**src/sv/hwm_pkg.sv**
```systemverilog
// Shared types, constants and helper functions for the heater warmup / HV mode controller.
package hwm_pkg;

  // Width of the heater seconds counters and of the target registers
  localparam int COUNT_BITS = 10;
  localparam logic [COUNT_BITS-1:0] COUNT_MAX = {COUNT_BITS{1'b1}};

  // 10 ms ticks are summed into 250 ms periods
  localparam int TICK_MS      = 10;
  localparam int PERIOD_MS    = 250;
  localparam int TICKS_PER_PERIOD = PERIOD_MS / TICK_MS;
  localparam int TICK_BITS    = $clog2(TICKS_PER_PERIOD);
  localparam logic [TICK_BITS-1:0] TICK_LAST = TICK_BITS'(TICKS_PER_PERIOD - 1);

  // Saturation headroom above the target and the heater-off decrement
  localparam int SAT_MARGIN = 3;
  localparam int OFF_DROP   = 2;

  // Reset value of every target register
  localparam logic [COUNT_BITS-1:0] TARGET_RESET = COUNT_BITS'(120);

  // Input word layout
  localparam int IN_W = 8;
  localparam int IN_TICK        = 0;
  localparam int IN_FAULT       = 1;
  localparam int IN_HEATER_FLT  = 2;
  localparam int IN_HV_REQUEST  = 3;
  localparam int IN_READY_OK    = 4;
  localparam int IN_MAG_ON      = 5;
  localparam int IN_GUN_ON      = 6;

  // Result word: mode(3) warm_done(1) thyratron(10) magnetron(10) gun(10), padded to bytes
  localparam int MODE_W  = 3;
  localparam int OUT_RAW = MODE_W + 1 + 3 * COUNT_BITS;
  localparam int OUT_W   = ((OUT_RAW + 7) / 8) * 8;

  // Configuration register indexes
  localparam int CFG_IDX_W = 2;
  localparam logic [CFG_IDX_W-1:0] CFG_THYRATRON = 2'd0;
  localparam logic [CFG_IDX_W-1:0] CFG_MAGNETRON = 2'd1;
  localparam logic [CFG_IDX_W-1:0] CFG_GUN       = 2'd2;

  // Round-robin stages
  localparam logic [1:0] STAGE_READ      = 2'd0;
  localparam logic [1:0] STAGE_THYRATRON = 2'd1;
  localparam logic [1:0] STAGE_MAGNETRON = 2'd2;
  localparam logic [1:0] STAGE_GUN       = 2'd3;

  // Mode codes as they appear on the result word
  localparam logic [MODE_W-1:0] MODE_CODE_STARTUP    = 3'd0;
  localparam logic [MODE_W-1:0] MODE_CODE_WARMUP     = 3'd1;
  localparam logic [MODE_W-1:0] MODE_CODE_STANDBY    = 3'd2;
  localparam logic [MODE_W-1:0] MODE_CODE_DRIVE_UP   = 3'd3;
  localparam logic [MODE_W-1:0] MODE_CODE_READY      = 3'd4;
  localparam logic [MODE_W-1:0] MODE_CODE_COLD_FAULT = 3'd5;
  localparam logic [MODE_W-1:0] MODE_CODE_WARM_FAULT = 3'd6;

  // Mode machine states, one-hot
  typedef enum logic [6:0] {
    MS_STARTUP    = 7'b0000001,
    MS_WARMUP     = 7'b0000010,
    MS_STANDBY    = 7'b0000100,
    MS_DRIVE_UP   = 7'b0001000,
    MS_READY      = 7'b0010000,
    MS_COLD_FAULT = 7'b0100000,
    MS_WARM_FAULT = 7'b1000000
  } hwm_mode_t;

  // Control from the mode machine to the heater timers
  typedef struct packed {
    logic run;    // timers run this poll
    logic clear;  // entering warmup: clear counters and done flag
  } hwm_ctrl_t;

  // Map a state to its result code
  function automatic logic [MODE_W-1:0] mode_code(input hwm_mode_t m);
    logic [MODE_W-1:0] c;
    case (m)
      MS_STARTUP:    c = MODE_CODE_STARTUP;
      MS_WARMUP:     c = MODE_CODE_WARMUP;
      MS_STANDBY:    c = MODE_CODE_STANDBY;
      MS_DRIVE_UP:   c = MODE_CODE_DRIVE_UP;
      MS_READY:      c = MODE_CODE_READY;
      MS_COLD_FAULT: c = MODE_CODE_COLD_FAULT;
      MS_WARM_FAULT: c = MODE_CODE_WARM_FAULT;
      default:       c = MODE_CODE_COLD_FAULT;
    endcase
    return c;
  endfunction

  // One-second step of a heater counter: saturating increment, or drop while off
  function automatic logic [COUNT_BITS-1:0] step_count(
    input logic [COUNT_BITS-1:0] count,
    input logic [COUNT_BITS-1:0] target,
    input logic                  on
  );
    logic [COUNT_BITS:0]   lim;
    logic [COUNT_BITS:0]   inc;
    logic [COUNT_BITS-1:0] res;
    lim = {1'b0, target} + (COUNT_BITS+1)'(SAT_MARGIN);
    if (lim > {1'b0, COUNT_MAX}) begin
      lim = {1'b0, COUNT_MAX};
    end
    inc = {1'b0, count} + (COUNT_BITS+1)'(1);
    if (on) begin
      if (inc >= lim) begin
        inc = lim;
      end
      res = inc[COUNT_BITS-1:0];
    end else if (count >= COUNT_BITS'(OFF_DROP)) begin
      res = count - COUNT_BITS'(OFF_DROP);
    end else begin
      res = count;
    end
    return res;
  endfunction

endpackage

```
**src/sv/hwm_cfg.sv**
```systemverilog
// Target-seconds configuration registers.
module hwm_cfg (
  input  logic                               clk,
  input  logic                               rst_n,
  input  logic                               wr_en,
  input  logic [hwm_pkg::CFG_IDX_W-1:0]      wr_index,
  input  logic [hwm_pkg::COUNT_BITS-1:0]     wr_data,
  output logic [hwm_pkg::COUNT_BITS-1:0]     thy_target,
  output logic [hwm_pkg::COUNT_BITS-1:0]     mag_target,
  output logic [hwm_pkg::COUNT_BITS-1:0]     gun_target
);

  logic [hwm_pkg::COUNT_BITS-1:0] thy_target_r;
  logic [hwm_pkg::COUNT_BITS-1:0] mag_target_r;
  logic [hwm_pkg::COUNT_BITS-1:0] gun_target_r;

  // Write the addressed target; drop writes beyond the list
  always_ff @(posedge clk) begin
    if (!rst_n) begin
      thy_target_r <= hwm_pkg::TARGET_RESET;
      mag_target_r <= hwm_pkg::TARGET_RESET;
      gun_target_r <= hwm_pkg::TARGET_RESET;
    end else if (wr_en) begin
      case (wr_index)
        hwm_pkg::CFG_THYRATRON: thy_target_r <= wr_data;
        hwm_pkg::CFG_MAGNETRON: mag_target_r <= wr_data;
        hwm_pkg::CFG_GUN:       gun_target_r <= wr_data;
        default: ;
      endcase
    end
  end

  assign thy_target = thy_target_r;
  assign mag_target = mag_target_r;
  assign gun_target = gun_target_r;

endmodule

```
**src/sv/hwm_heat.sv**
```systemverilog
// Tick prescaler, round robin and the three heater warmup counters.
module hwm_heat (
  input  logic                           clk,
  input  logic                           rst_n,
  input  logic                           step_en,
  input  hwm_pkg::hwm_ctrl_t             ctrl,
  input  logic                           tick,
  input  logic                           mag_on,
  input  logic                           gun_on,
  input  logic [hwm_pkg::COUNT_BITS-1:0] thy_target,
  input  logic [hwm_pkg::COUNT_BITS-1:0] mag_target,
  input  logic [hwm_pkg::COUNT_BITS-1:0] gun_target,
  output logic [hwm_pkg::COUNT_BITS-1:0] thy_nxt,
  output logic [hwm_pkg::COUNT_BITS-1:0] mag_nxt,
  output logic [hwm_pkg::COUNT_BITS-1:0] gun_nxt,
  output logic                           done_nxt
);

  logic [hwm_pkg::TICK_BITS-1:0]  tick_cnt_r, tick_cnt_nxt;
  logic [1:0]                     stage_r, stage_nxt;
  logic [hwm_pkg::COUNT_BITS-1:0] thy_r, mag_r, gun_r;
  logic                           done_r;

  // Next state for one poll
  always_comb begin
    tick_cnt_nxt = tick_cnt_r;
    stage_nxt    = stage_r;
    thy_nxt      = thy_r;
    mag_nxt      = mag_r;
    gun_nxt      = gun_r;
    done_nxt     = done_r;
    if (ctrl.clear) begin
      thy_nxt  = '0;
      mag_nxt  = '0;
      gun_nxt  = '0;
      done_nxt = 1'b0;
    end else if (ctrl.run && tick) begin
      if (tick_cnt_r == hwm_pkg::TICK_LAST) begin
        // 250 ms elapsed: advance the round robin one stage
        tick_cnt_nxt = '0;
        stage_nxt    = stage_r + 2'd1;
        case (stage_r)
          hwm_pkg::STAGE_THYRATRON: thy_nxt = hwm_pkg::step_count(thy_r, thy_target, 1'b1);
          hwm_pkg::STAGE_MAGNETRON: mag_nxt = hwm_pkg::step_count(mag_r, mag_target, mag_on);
          hwm_pkg::STAGE_GUN:       gun_nxt = hwm_pkg::step_count(gun_r, gun_target, gun_on);
          default: ;
        endcase
        done_nxt = (thy_nxt >= thy_target) && (mag_nxt >= mag_target) &&
                   (gun_nxt >= gun_target);
      end else begin
        tick_cnt_nxt = tick_cnt_r + hwm_pkg::TICK_BITS'(1);
      end
    end
  end

  // Commit on each accepted poll
  always_ff @(posedge clk) begin
    if (!rst_n) begin
      tick_cnt_r <= '0;
      stage_r    <= hwm_pkg::STAGE_READ;
      thy_r      <= '0;
      mag_r      <= '0;
      gun_r      <= '0;
      done_r     <= 1'b0;
    end else if (step_en) begin
      tick_cnt_r <= tick_cnt_nxt;
      stage_r    <= stage_nxt;
      thy_r      <= thy_nxt;
      mag_r      <= mag_nxt;
      gun_r      <= gun_nxt;
      done_r     <= done_nxt;
    end
  end

  a_clear_zeroes: assert property (@(posedge clk) disable iff (!rst_n)
    (step_en && ctrl.clear) |=> (thy_r == '0 && mag_r == '0 && gun_r == '0 && !done_r))
    else $error("counters not cleared on warmup entry");

  a_tick_range: assert property (@(posedge clk) disable iff (!rst_n)
    tick_cnt_r <= hwm_pkg::TICK_LAST)
    else $error("tick prescaler out of range");

  a_hold_idle: assert property (@(posedge clk) disable iff (!rst_n)
    !step_en |=> ($stable(stage_r) && $stable(thy_r) && $stable(mag_r) && $stable(gun_r)))
    else $error("heater state moved without a poll");

endmodule

```
**src/sv/hwm_mode.sv**
```systemverilog
// High-voltage mode machine with fault priority.
module hwm_mode (
  input  logic                       clk,
  input  logic                       rst_n,
  input  logic                       step_en,
  input  logic                       fault,
  input  logic                       heater_fault,
  input  logic                       hv_request,
  input  logic                       ready_ok,
  input  logic                       done_nxt,
  output hwm_pkg::hwm_ctrl_t         ctrl,
  output logic [hwm_pkg::MODE_W-1:0] mode_code_nxt
);

  hwm_pkg::hwm_mode_t mode_r, mode_nxt;

  // Timer control depends only on the current mode and the fault bit
  always_comb begin
    ctrl.run   = (mode_r == hwm_pkg::MS_WARMUP)   || (mode_r == hwm_pkg::MS_STANDBY) ||
                 (mode_r == hwm_pkg::MS_DRIVE_UP) || (mode_r == hwm_pkg::MS_READY);
    ctrl.clear = (mode_r == hwm_pkg::MS_STARTUP) ||
                 ((mode_r == hwm_pkg::MS_COLD_FAULT) && !fault);
  end

  // Transitions; in warmup, standby, drive-up and ready a fault wins over everything else
  always_comb begin
    mode_nxt = mode_r;
    case (mode_r)
      hwm_pkg::MS_STARTUP: mode_nxt = hwm_pkg::MS_WARMUP;
      hwm_pkg::MS_WARMUP: begin
        if (fault)         mode_nxt = hwm_pkg::MS_COLD_FAULT;
        else if (done_nxt) mode_nxt = hwm_pkg::MS_STANDBY;
      end
      hwm_pkg::MS_STANDBY: begin
        if (fault)           mode_nxt = hwm_pkg::MS_WARM_FAULT;
        else if (hv_request) mode_nxt = hwm_pkg::MS_DRIVE_UP;
      end
      hwm_pkg::MS_DRIVE_UP: begin
        if (fault)            mode_nxt = hwm_pkg::MS_WARM_FAULT;
        else if (!hv_request) mode_nxt = hwm_pkg::MS_STANDBY;
        else if (ready_ok)    mode_nxt = hwm_pkg::MS_READY;
      end
      hwm_pkg::MS_READY: begin
        if (fault)            mode_nxt = hwm_pkg::MS_WARM_FAULT;
        else if (!hv_request) mode_nxt = hwm_pkg::MS_STANDBY;
      end
      hwm_pkg::MS_WARM_FAULT: begin
        if (heater_fault) mode_nxt = hwm_pkg::MS_COLD_FAULT;
        else if (!fault)  mode_nxt = hwm_pkg::MS_STANDBY;
      end
      hwm_pkg::MS_COLD_FAULT: begin
        if (!fault) mode_nxt = hwm_pkg::MS_WARMUP;
      end
      default: mode_nxt = hwm_pkg::MS_COLD_FAULT;
    endcase
  end

  always_ff @(posedge clk) begin
    if (!rst_n) begin
      mode_r <= hwm_pkg::MS_STARTUP;
    end else if (step_en) begin
      mode_r <= mode_nxt;
    end
  end

  assign mode_code_nxt = hwm_pkg::mode_code(mode_nxt);

  a_heater_fault_cold: assert property (@(posedge clk) disable iff (!rst_n)
    (step_en && mode_r == hwm_pkg::MS_WARM_FAULT && heater_fault)
      |=> (mode_r == hwm_pkg::MS_COLD_FAULT))
    else $error("heater fault did not force cold fault");

endmodule

```
**src/sv/heater_warmup_and_hv_mode_control.sv**
```systemverilog
// Top level: input register, mode machine, heater timers and result register.
// Path: a poll word accepted into the input register is stepped through the mode machine and
//   heater timers when the result register can load; its result word is then held there for out_tdata.
// Throughput: one word per cycle; on a stalled result one more word is held, then in_tready drops.
// Reset (rst_n, synchronous, active low): mode startup, counters, done flag,
//   prescaler and round robin cleared, all three targets 120 s, no word held.
module heater_warmup_and_hv_mode_control (
  input  logic                          clk,
  input  logic                          rst_n,
  // in_tdata: [0] tick, [1] fault, [2] heater_fault, [3] hv_request, [4] ready_ok,
  //           [5] magnetron_heater_on, [6] gun_heater_on, [7] zero
  input  logic                          in_tvalid,
  output logic                          in_tready,
  input  logic [hwm_pkg::IN_W-1:0]      in_tdata,
  // out_tdata: [2:0] mode, [3] warm_done, [13:4] thyratron_seconds,
  //            [23:14] magnetron_seconds, [33:24] gun_seconds, [39:34] zero
  output logic                          out_tvalid,
  input  logic                          out_tready,
  output logic [hwm_pkg::OUT_W-1:0]     out_tdata,
  input  logic                          cfg_valid,
  output logic                          cfg_ready,
  input  logic [hwm_pkg::CFG_IDX_W-1:0] cfg_index,
  input  logic [hwm_pkg::COUNT_BITS-1:0] cfg_data
);

  logic                           s1_valid_r;
  logic [hwm_pkg::IN_W-1:0]       s1_word_r;
  logic                           s1_go;
  logic                           out_valid_r;
  logic [hwm_pkg::OUT_W-1:0]      out_word_r;
  logic [hwm_pkg::COUNT_BITS-1:0] thy_target, mag_target, gun_target;
  logic [hwm_pkg::COUNT_BITS-1:0] thy_nxt, mag_nxt, gun_nxt;
  logic                           done_nxt;
  logic [hwm_pkg::MODE_W-1:0]     mode_code_nxt;
  hwm_pkg::hwm_ctrl_t             ctrl;

  // Handshake: the input register drains whenever the result register can load
  assign s1_go     = s1_valid_r && (!out_valid_r || out_tready);
  assign in_tready = !s1_valid_r || s1_go;
  assign cfg_ready = 1'b1;

  // Input register
  always_ff @(posedge clk) begin
    if (!rst_n) begin
      s1_valid_r <= 1'b0;
    end else if (in_tready) begin
      s1_valid_r <= in_tvalid;
    end
  end

  always_ff @(posedge clk) begin
    if (in_tvalid && in_tready) begin
      s1_word_r <= in_tdata;
    end
  end

  hwm_cfg u_cfg (
    .clk        (clk),
    .rst_n      (rst_n),
    .wr_en      (cfg_valid && cfg_ready),
    .wr_index   (cfg_index),
    .wr_data    (cfg_data),
    .thy_target (thy_target),
    .mag_target (mag_target),
    .gun_target (gun_target)
  );

  hwm_mode u_mode (
    .clk           (clk),
    .rst_n         (rst_n),
    .step_en       (s1_go),
    .fault         (s1_word_r[hwm_pkg::IN_FAULT]),
    .heater_fault  (s1_word_r[hwm_pkg::IN_HEATER_FLT]),
    .hv_request    (s1_word_r[hwm_pkg::IN_HV_REQUEST]),
    .ready_ok      (s1_word_r[hwm_pkg::IN_READY_OK]),
    .done_nxt      (done_nxt),
    .ctrl          (ctrl),
    .mode_code_nxt (mode_code_nxt)
  );

  hwm_heat u_heat (
    .clk        (clk),
    .rst_n      (rst_n),
    .step_en    (s1_go),
    .ctrl       (ctrl),
    .tick       (s1_word_r[hwm_pkg::IN_TICK]),
    .mag_on     (s1_word_r[hwm_pkg::IN_MAG_ON]),
    .gun_on     (s1_word_r[hwm_pkg::IN_GUN_ON]),
    .thy_target (thy_target),
    .mag_target (mag_target),
    .gun_target (gun_target),
    .thy_nxt    (thy_nxt),
    .mag_nxt    (mag_nxt),
    .gun_nxt    (gun_nxt),
    .done_nxt   (done_nxt)
  );

  // Result register
  always_ff @(posedge clk) begin
    if (!rst_n) begin
      out_valid_r <= 1'b0;
    end else if (s1_go) begin
      out_valid_r <= 1'b1;
    end else if (out_tready) begin
      out_valid_r <= 1'b0;
    end
  end

  always_ff @(posedge clk) begin
    if (s1_go) begin
      out_word_r <= {(hwm_pkg::OUT_W - hwm_pkg::OUT_RAW)'(0),
                     gun_nxt, mag_nxt, thy_nxt, done_nxt, mode_code_nxt};
    end
  end

  assign out_tvalid = out_valid_r;
  assign out_tdata  = out_word_r;

  a_no_overrun: assert property (@(posedge clk) disable iff (!rst_n)
    (out_valid_r && !out_tready && s1_valid_r) |-> !in_tready)
    else $error("input register overrun while result stalled");

  a_result_follows: assert property (@(posedge clk) disable iff (!rst_n)
    s1_go |=> out_valid_r)
    else $error("advanced poll produced no result");

endmodule
```
**config.mk**
```make
export PLATFORM = sky130hd
export DESIGN_NAME = heater_warmup_and_hv_mode_control
export DESIGN_NICKNAME = d
export VERILOG_FILES = /design/src/sv/hwm_pkg.sv /design/src/sv/hwm_cfg.sv /design/src/sv/hwm_heat.sv /design/src/sv/hwm_mode.sv /design/src/sv/heater_warmup_and_hv_mode_control.sv
export SDC_FILE = /design/constraint.sdc
export NUM_CORES = 1
export LEC_CHECK = 0
export ABC_AREA = 1
export BUFFER_PORTS_ARGS = -buffer_cell sky130_fd_sc_hd__buf_2
export CAP_MARGIN = 20
export CORE_MARGIN = 4
export CORE_UTILIZATION = 40
export CTS_CLUSTER_SIZE = 28
export DETAILED_ROUTE_END_ITERATION = 7
export PLACE_DENSITY = 0.58
export SYNTH_ARGS = -nofsm -noshare
export SYNTH_HDL_FRONTEND = slang
export SYNTH_SLANG_ARGS = --single-unit
```
**constraint.sdc**
```tcl
create_clock -name clk -period 5.28 [get_ports clk]
set_input_delay 0.264 -clock clk [delete_from_list [all_inputs] [get_ports clk]]
set_output_delay 0.264 -clock clk [all_outputs]
set_load 0.02 [all_outputs]
```
# Yosys cells after proc, flatten, opt, wreduce, memory -nomap -nowiden
# Cells that the tools add are included.
# word_totals
elab_cells,140
out_inout_bits,43
ff_bits,118
inputBits,25
# op_classes
bitwise,1
n_eq_ne,19
muxes,63
addsub,10
n_lt_le_gt_ge,11
n_reduce_logical,22
# op_table
operator,count
$mux 10,28
$mux 11,15
$mux 7,12
$pmux 7 s7,1
$add 10x1->11 const B,3
$add 10x2->11 const B,3
$ge 11x11->1,3
$gt 11x10->1 const B,3
$ge 10x10->1,3
$ge 10x2->1 const B,2
$sub 10x2->10 const B,2
$pmux 3 s6,1
$eq 7x1->1 const B,2
$eq 7x2->1 const B,2
$eq 7x3->1 const B,2
$eq 7x4->1 const B,2
$eq 7x5->1 const B,2
$eq 7x7->1 const B,2
$eq 7x6->1 const B,1
$eq 2x2->1 const B,3
$logic_and 1x1->1,6
$logic_or 1x1->1,6
$reduce_and 2->1,3
$add 5x1->5 const B,1
11 further kinds,18

# Longest topological paths before layout
# logic_depth
ltp_word,25
depth_mapped,38
ltp_nobuf,37

# Hierarchy
# From an unflattened synthesis, not the netlist that was laid out.
# unflattened
cells_unflattened,1511
hier_area_um2,9978.3
# modules_own_cells
module,cells_each,n_inst,area_per_inst_um2,seq_area_each_um2
hwm_heat,1144,1,6567.5,760.7
heater_warmup_and_hv_mode_control,63,1,1386.3,1271.2
hwm_cfg,173,1,1342.5,600.6
hwm_mode,131,1,681.9,140.1

# Worst setup path before layout
# Ideal clock, no wire load.
# synth_timing
path_type,reg-to-reg
startpoint,"register u_cfg.thy_target_r, in the netlist u_cfg.thy_target[0]"
endpoint,"register out_word_r, in the netlist out_tdata[0], data pin"
n_path_buf,0
arrival_time_ns,4.132
path_stages_with_launch,32
t_required_ns,5.015
synth_period_minus_slack_ns,4.397
setup_time_ns,0.265
setup_slack_ns,0.883
cell_sequence,dfxtp_1 inv_1 ha_1 or2_2 nor3_1 nand3_1 nor2_4 nand3b_4 nand3_2 inv_1 ha_1 nand2_1 nor4_1 nand3b_1 nand3_1 inv_1 a21oi_1 nand2_1 o21ai_1 inv_1 ha_1 nand2_1 inv_1 nand3_1 a21oi_1 nor2_1 o21ai_0 nand3_1 o21ai_1 nand2_1 a21oi_1 nand3_1
# synth_between
elab_chain_cells,24
word_cells_on_any_way,29
classes_between,1 x add/sub; 3 x order compare; 6 x eq/ne; 17 x mux; 2 x reduce/logical
# synth_lines
element,line_no,text
from (decl),hwm_cfg.sv:13,logic [hwm_pkg::COUNT_BITS-1:0] thy_target_r;
from (signal assigned),hwm_cfg.sv:20,thy_target_r <= hwm_pkg::TARGET_RESET;
from (signal assigned),hwm_cfg.sv:25,hwm_pkg::CFG_THYRATRON: thy_target_r <= wr_data;
$add 10x2->11,hwm_pkg.sv:100,"lim = {1'b0, target} + (COUNT_BITS+1)'(SAT_MARGIN);"
$gt 11x10->1,hwm_pkg.sv:101,"if (lim > {1'b0, COUNT_MAX}) begin"
$mux 11,hwm_pkg.sv:101,
$mux 11,hwm_heat.sv:42,case (stage_r)
$mux 11,hwm_heat.sv:38,if (tick_cnt_r == hwm_pkg::TICK_LAST) begin
$mux 11,hwm_heat.sv:37,end else if (ctrl.run && tick) begin
$mux 11,hwm_heat.sv:32,if (ctrl.clear) begin
$ge 11x11->1,hwm_pkg.sv:106,if (inc >= lim) begin
[... 9 more ...],n/a,
$mux 1 *,hwm_heat.sv:37,
$mux 1 *,hwm_heat.sv:32,
$mux 7 *,hwm_mode.sv:32,else if (done_nxt) mode_nxt = hwm_pkg::MS_STANDBY;
$mux 7 *,hwm_mode.sv:31,if (fault) mode_nxt = hwm_pkg::MS_COLD_FAULT;
$pmux 7 s7 *,hwm_mode.sv:28,case (mode_r)
"$eq 7x7->1, or another cell as far along",hwm_pkg.sv:78,case (m)
$pmux 3 s6 *,hwm_pkg.sv:78,
via mode_code_nxt (one bit),heater_warmup_and_hv_mode_control.sv:34,logic [hwm_pkg::MODE_W-1:0] mode_code_nxt;
to (signal assigned),heater_warmup_and_hv_mode_control.sv:111,"out_word_r <= {(hwm_pkg::OUT_W - hwm_pkg::OUT_RAW)'(0),"
to (decl),heater_warmup_and_hv_mode_control.sv:30,logic [hwm_pkg::OUT_W-1:0] out_word_r;
# Mark *: on every way through the listed nets, which the timed path passes. The rest lies on a longest branch. The select of a mux whose other input is x is not followed.
# A chain may end at the register's enable or synchronous reset.

# Worst setup path in the final report
# layout_timing
startpoint,"register u_cfg.gun_target_r, in the netlist u_cfg.gun_target[0]"
endpoint,"register out_word_r, in the netlist out_tdata[0], data pin"
# layout_between
elab_chain_cells,24
word_cells_on_any_way,29
classes_between,1 x add/sub; 3 x order compare; 6 x eq/ne; 18 x mux; 1 x reduce/logical
# layout_lines
element,line_no,text
from (decl),hwm_cfg.sv:15,logic [hwm_pkg::COUNT_BITS-1:0] gun_target_r;
from (signal assigned),hwm_cfg.sv:22,gun_target_r <= hwm_pkg::TARGET_RESET;
from (signal assigned),hwm_cfg.sv:27,hwm_pkg::CFG_GUN: gun_target_r <= wr_data;
$add 10x2->11,hwm_pkg.sv:100,
$gt 11x10->1,hwm_pkg.sv:101,
$mux 11,hwm_pkg.sv:101,
$mux 11,hwm_heat.sv:42,
$mux 11,hwm_heat.sv:38,
$mux 11,hwm_heat.sv:37,
$mux 11,hwm_heat.sv:32,
$ge 11x11->1,hwm_pkg.sv:106,
[... 9 more ...],n/a,
$mux 1 *,hwm_heat.sv:37,
$mux 1 *,hwm_heat.sv:32,
$mux 7 *,hwm_mode.sv:32,
$mux 7 *,hwm_mode.sv:31,
$pmux 7 s7 *,hwm_mode.sv:28,
"$eq 7x7->1, or another cell as far along",hwm_pkg.sv:78,
$pmux 3 s6 *,hwm_pkg.sv:78,
via mode_code_nxt (one bit),heater_warmup_and_hv_mode_control.sv:34,
# Marked as above.

==> summary.md <==
| Metric | Value |
|---|---|
| Terminating pin of the worst hold path | `s1_word_r[5]$_DFFE_PP_` |
| Placeable core area | `0.0228 mm2` |
| First-pass GRT wire length | `40,300 um` |
| Clock Sink Count | `118` |
| Bufs on Longest Clock Path | `2` |
| Slew HR | `0.420` |
| Reg-to-Reg Start | `u_cfg.gun_target[0]$_SDFFE_PN0P_` |
| Fill cell instance count of the final layout | `2,364` |
| Cell count after synthesis | `1,342` |
| Total clock buffers created by CTS | `17` |
| Number of antenna repair diodes | `0` |
| DPL Wire Length | `18,200 um` |
| Sequential element share of the synthesized area | `0.297` |
| Final Hold Violating Endpoints | `0` |
| Register share of total power | `0.357` |
| Int Pwr | `2.04 mW` |
| Final RePlAce weighted congestion | `0.898` |
| P_leak | `5.27 nW` |
| Power consumption | `2.92 mW` |
| Power Density | `275 mW/mm2` |
| Via count of the first global-routing pass | `8,294` |
| Clock power share | `0.449` |
| Top flip-flop cell by instance count after synthesis | `dfxtp_1` |
| Xor-xnor portion of the synthesized cell area | `0.0244` |
| Critical path fanouts, max | `13` |
| I/O pin cnt | `68` |
| Overall Global Routing Usage | `0.189` |
| Area share of the largest cell type after synthesis | `0.165` |
| Synth Area in Simple Gates | `0.273` |
| Worst hold stages | `1` |
| Antenna violation net count after detailed routing | `0` |
| Capturing element type of the critical path | `flip-flop` |
| Register clock-pin slew on the reported worst setup and hold paths | `0.06 ns` |
| Final design instance area without fill | `0.0106 mm2` |
| Final routed DRC violation total | `0` |
| Cell area after technology mapping | `0.00935 mm2` |
| Chip Width | `161 um` |
| Worst setup startpoint | `u_cfg.gun_target[0]$_SDFFE_PN0P_` |
| Top post-synthesis cells by count | `nand2_1, inv_1, a21oi_1, o21ai_0` |
| Startpoint of the tightest hold check path | `in_tdata[5]` |
| CTS H-tree depth | `4` |
| Post-synth cell types | `52` |
| Total Nets Final | `1,501` |
| Maxcap violations | `0` |
| Slew at the pin closest to its max-slew limit | `0.869 ns` |
| Data arrival time of the critical path | `4.98 ns` |
| IR Drop Worst-Case VDD | `203 uV` |
| Setup bufs post-CTS | `0` |
| Worst reg2reg setup slack | `0.48 ns` |
| Outcome | `complete, no violations` |
| Worst Skew | `0.0126 ns` |
| Multiplexer share of the synthesized area | `0` |
| Shortest period the worst path allows | `4.80 ns` |
| Overall routed net length | `24,100 um` |
| CP max stage delay | `0.42 ns` |
| Async set-reset flop share out of synthesis | `0` |
| Unrepaired setup endpoints after global routing | `no` |
| Dpl cell area | `0.00986 mm2` |
| Count of flip-flops with a built-in enable after synthesis | `41` |
| Final clock period utilization by the worst path | `0.909` |
| Syn. warnings | `0` |
| Cell types with the largest area share after synthesis | `dfxtp_1, edfxtp_1, nand2_1` |
| Fmax | `208 MHz` |
| Cell mode on critical path | `nand2_1` |
| Main combinational cell family by area after synthesis | `simple AND/OR/NAND/NOR gates` |
| Slowest cell on crit path | `dfxtp_1` |
| Height of the die | `161 um` |
| Effective utilization at floorplan | `0.409` |
| Switching fraction of total power | `0.302` |
| Area added between synthesis and finish | `13.6%` |
| Reg-to-reg endpoint | `out_tdata[0]$_DFFE_PP_` |
| Seq cells post-synth | `118` |
| Number of cells on the worst reg-to-reg path | `32` |
| Fraction of the mapped netlist area in compound gates | `0.176` |
| Synth Area in Adders | `0.111` |
| Library cell occupying the most area in the post-synthesis netlist | `dfxtp_1` |
| Clock Latency Late Sink | `0.43 ns` |
| Category of the worst setup path launch point | `flip-flop` |
| Die Outline Area | `0.0259 mm2` |
| Overflow left after global routing | `0` |
| Final sum of negative setup slack | `0 ns` |
| Net switching power of the design | `882 uW` |
| Max-slew violation count | `0` |
| Core utilization of the finished layout | `0.465` |
| Class of the most critical hold timing path | `in -> reg` |
| Setup slack of the critical path after layout | `0.478 ns` |
| Vias per inst | `4.99` |
| CTS tree | `yes` |
| Fraction of final layout cells sized beyond drive strength 1 | `0.134` |
| Length of the first detailed-routing pass in iterations | `6` |
| Number of antenna violations at the first check in global routing | `0` |
| CTS Root Cell | `clkbuf_16` |
| Library cell with the highest instance count after synthesis | `nand2_1` |
| Routed length per placed instance | `14.0 um` |
| # port buffers | `59` |
| Pin count of the biggest net entering global routing | `70` |
| Number of violations reported at the end of detailed-routing iteration 0 | `440` |
| Vias | `8,583` |
| Worst setup path category | `reg -> reg` |
| Dpl ws | `0.152 ns` |
| Worst endpoint required time | `5.45 ns` |
| Mapped Avg Cell Area | `6.96 um2` |
| Final Setup Violations | `0` |
| Logic pwr share | `0.194` |
| Site Rows | `55` |
## metal layers
metal | GRT usage | routed length (um) | vias up | part of all wire
li1 | - | - | 4511 | -
met4 | 0.0601 | 489 | 0 | 0.020
met5 | 0 | 0 | - | 0
met2 | 0.331 | 11800 | 145 | 0.49
met3 | 0.0323 | 797 | 32 | 0.033
met1 | 0.237 | 11000 | 3895 | 0.46
## power groups by stage
stage,Sequential (mW),Clock (mW),Combinational (mW)
after floorplan,1.07,0,0.414
after global placement,1.06,0,0.551
after detailed placement,1.06,0,0.559
after CTS,1.04,1.34,0.566
after global routing,1.05,1.38,0.653
final,1.04,1.31,0.567
## through the flow
step / hold WS, ns / instances
5_1_grt: 0.0289 / 1719
2_1_floorplan: 0.363 / 1350
6_report: 0.0459 / 1719
3_5_place_dp: 0.443 / 1681
4_1_cts: 0.0320 / 1719
3_3_place_gp: 0.441 / 1681
## worst max-delay path by stage
stage,endpoint,slack (ns),cells after the start
final,out_tdata[0]$_DFFE_PP_,0.48,32
after global routing,out_tdata[1]$_DFFE_PP_,0.05,30
after CTS,out_tdata[0]$_DFFE_PP_,0.13,31
after detailed placement,out_tdata[0]$_DFFE_PP_,0.15,31
after global placement,out_tdata[0]$_DFFE_PP_,0.21,31
after floorplan,out_tdata[0]$_DFFE_PP_,0.88,31
## logic make-up after synthesis
| kind of cell | Yosys count |
|---|---|
| simple gates | 553 |
| compound gates | 293 |
| buf+inv | 267 |
| flops | 118 |
| fa+ha+maj | 83 |
| xor+xnor | 26 |
| other cells | 2 |
## sequential cells by signal, indices dropped and copies added (netlist names)
name and cells:
out_tvalid 1, u_heat.tick_cnt_r 5, u_heat.thy_r 10, s1_word_r 7, u_cfg.thy_target 10, s1_valid_r 1, u_cfg.gun_target 10, u_mode.mode_r 7
u_cfg.mag_target 10, out_tdata 34, u_heat.stage_r 2, u_heat.mag_r 10, u_heat.gun_r 10, u_heat.done_r 1
## layout by cell type (no fill, tap or decap), types with 12 or more instances in the layout
cell / instances
o211ai_1: 14
nand4_1: 22
dfxtp_1: 76
o21ai_0: 94
edfxtp_1: 41
nand2_1: 300
a21oi_2: 17
nand2_2: 12
xor2_1: 25
a21oi_1: 120
inv_1: 203
ha_1: 83
nand3_2: 16
nor2_1: 81
clkbuf_16: 17
nand3_1: 83
buf_2: 59
## worst max-delay path, delay by kind of cell, from the launching register on
kind | cells | cell delay [ns]
fa+ha+maj | 3 | 0.84
buf+inv | 4 | 0.29
simple gates | 16 | 1.82
flops | 1 | 0.42
compound gates | 9 | 1.16
## timing repair
item,CTS,global route
hold endpoints to repair,6,0
resized for setup,0,13
setup endpoints to repair,0,6
hold buffers,6,0
## final cells by class
class,instances,area (um2),share of cell area
clock inverters,14,224,0.0211
inverters,217,816,0.0769
flip-flops and latches,118,2770,0.261
repair buffers,74,435,0.0410
clock buffers,18,439,0.0414
well taps,313,392,0.0369
multi-input cells,965,5540,0.521
Note: power is estimated with default switching activity, not from simulation.
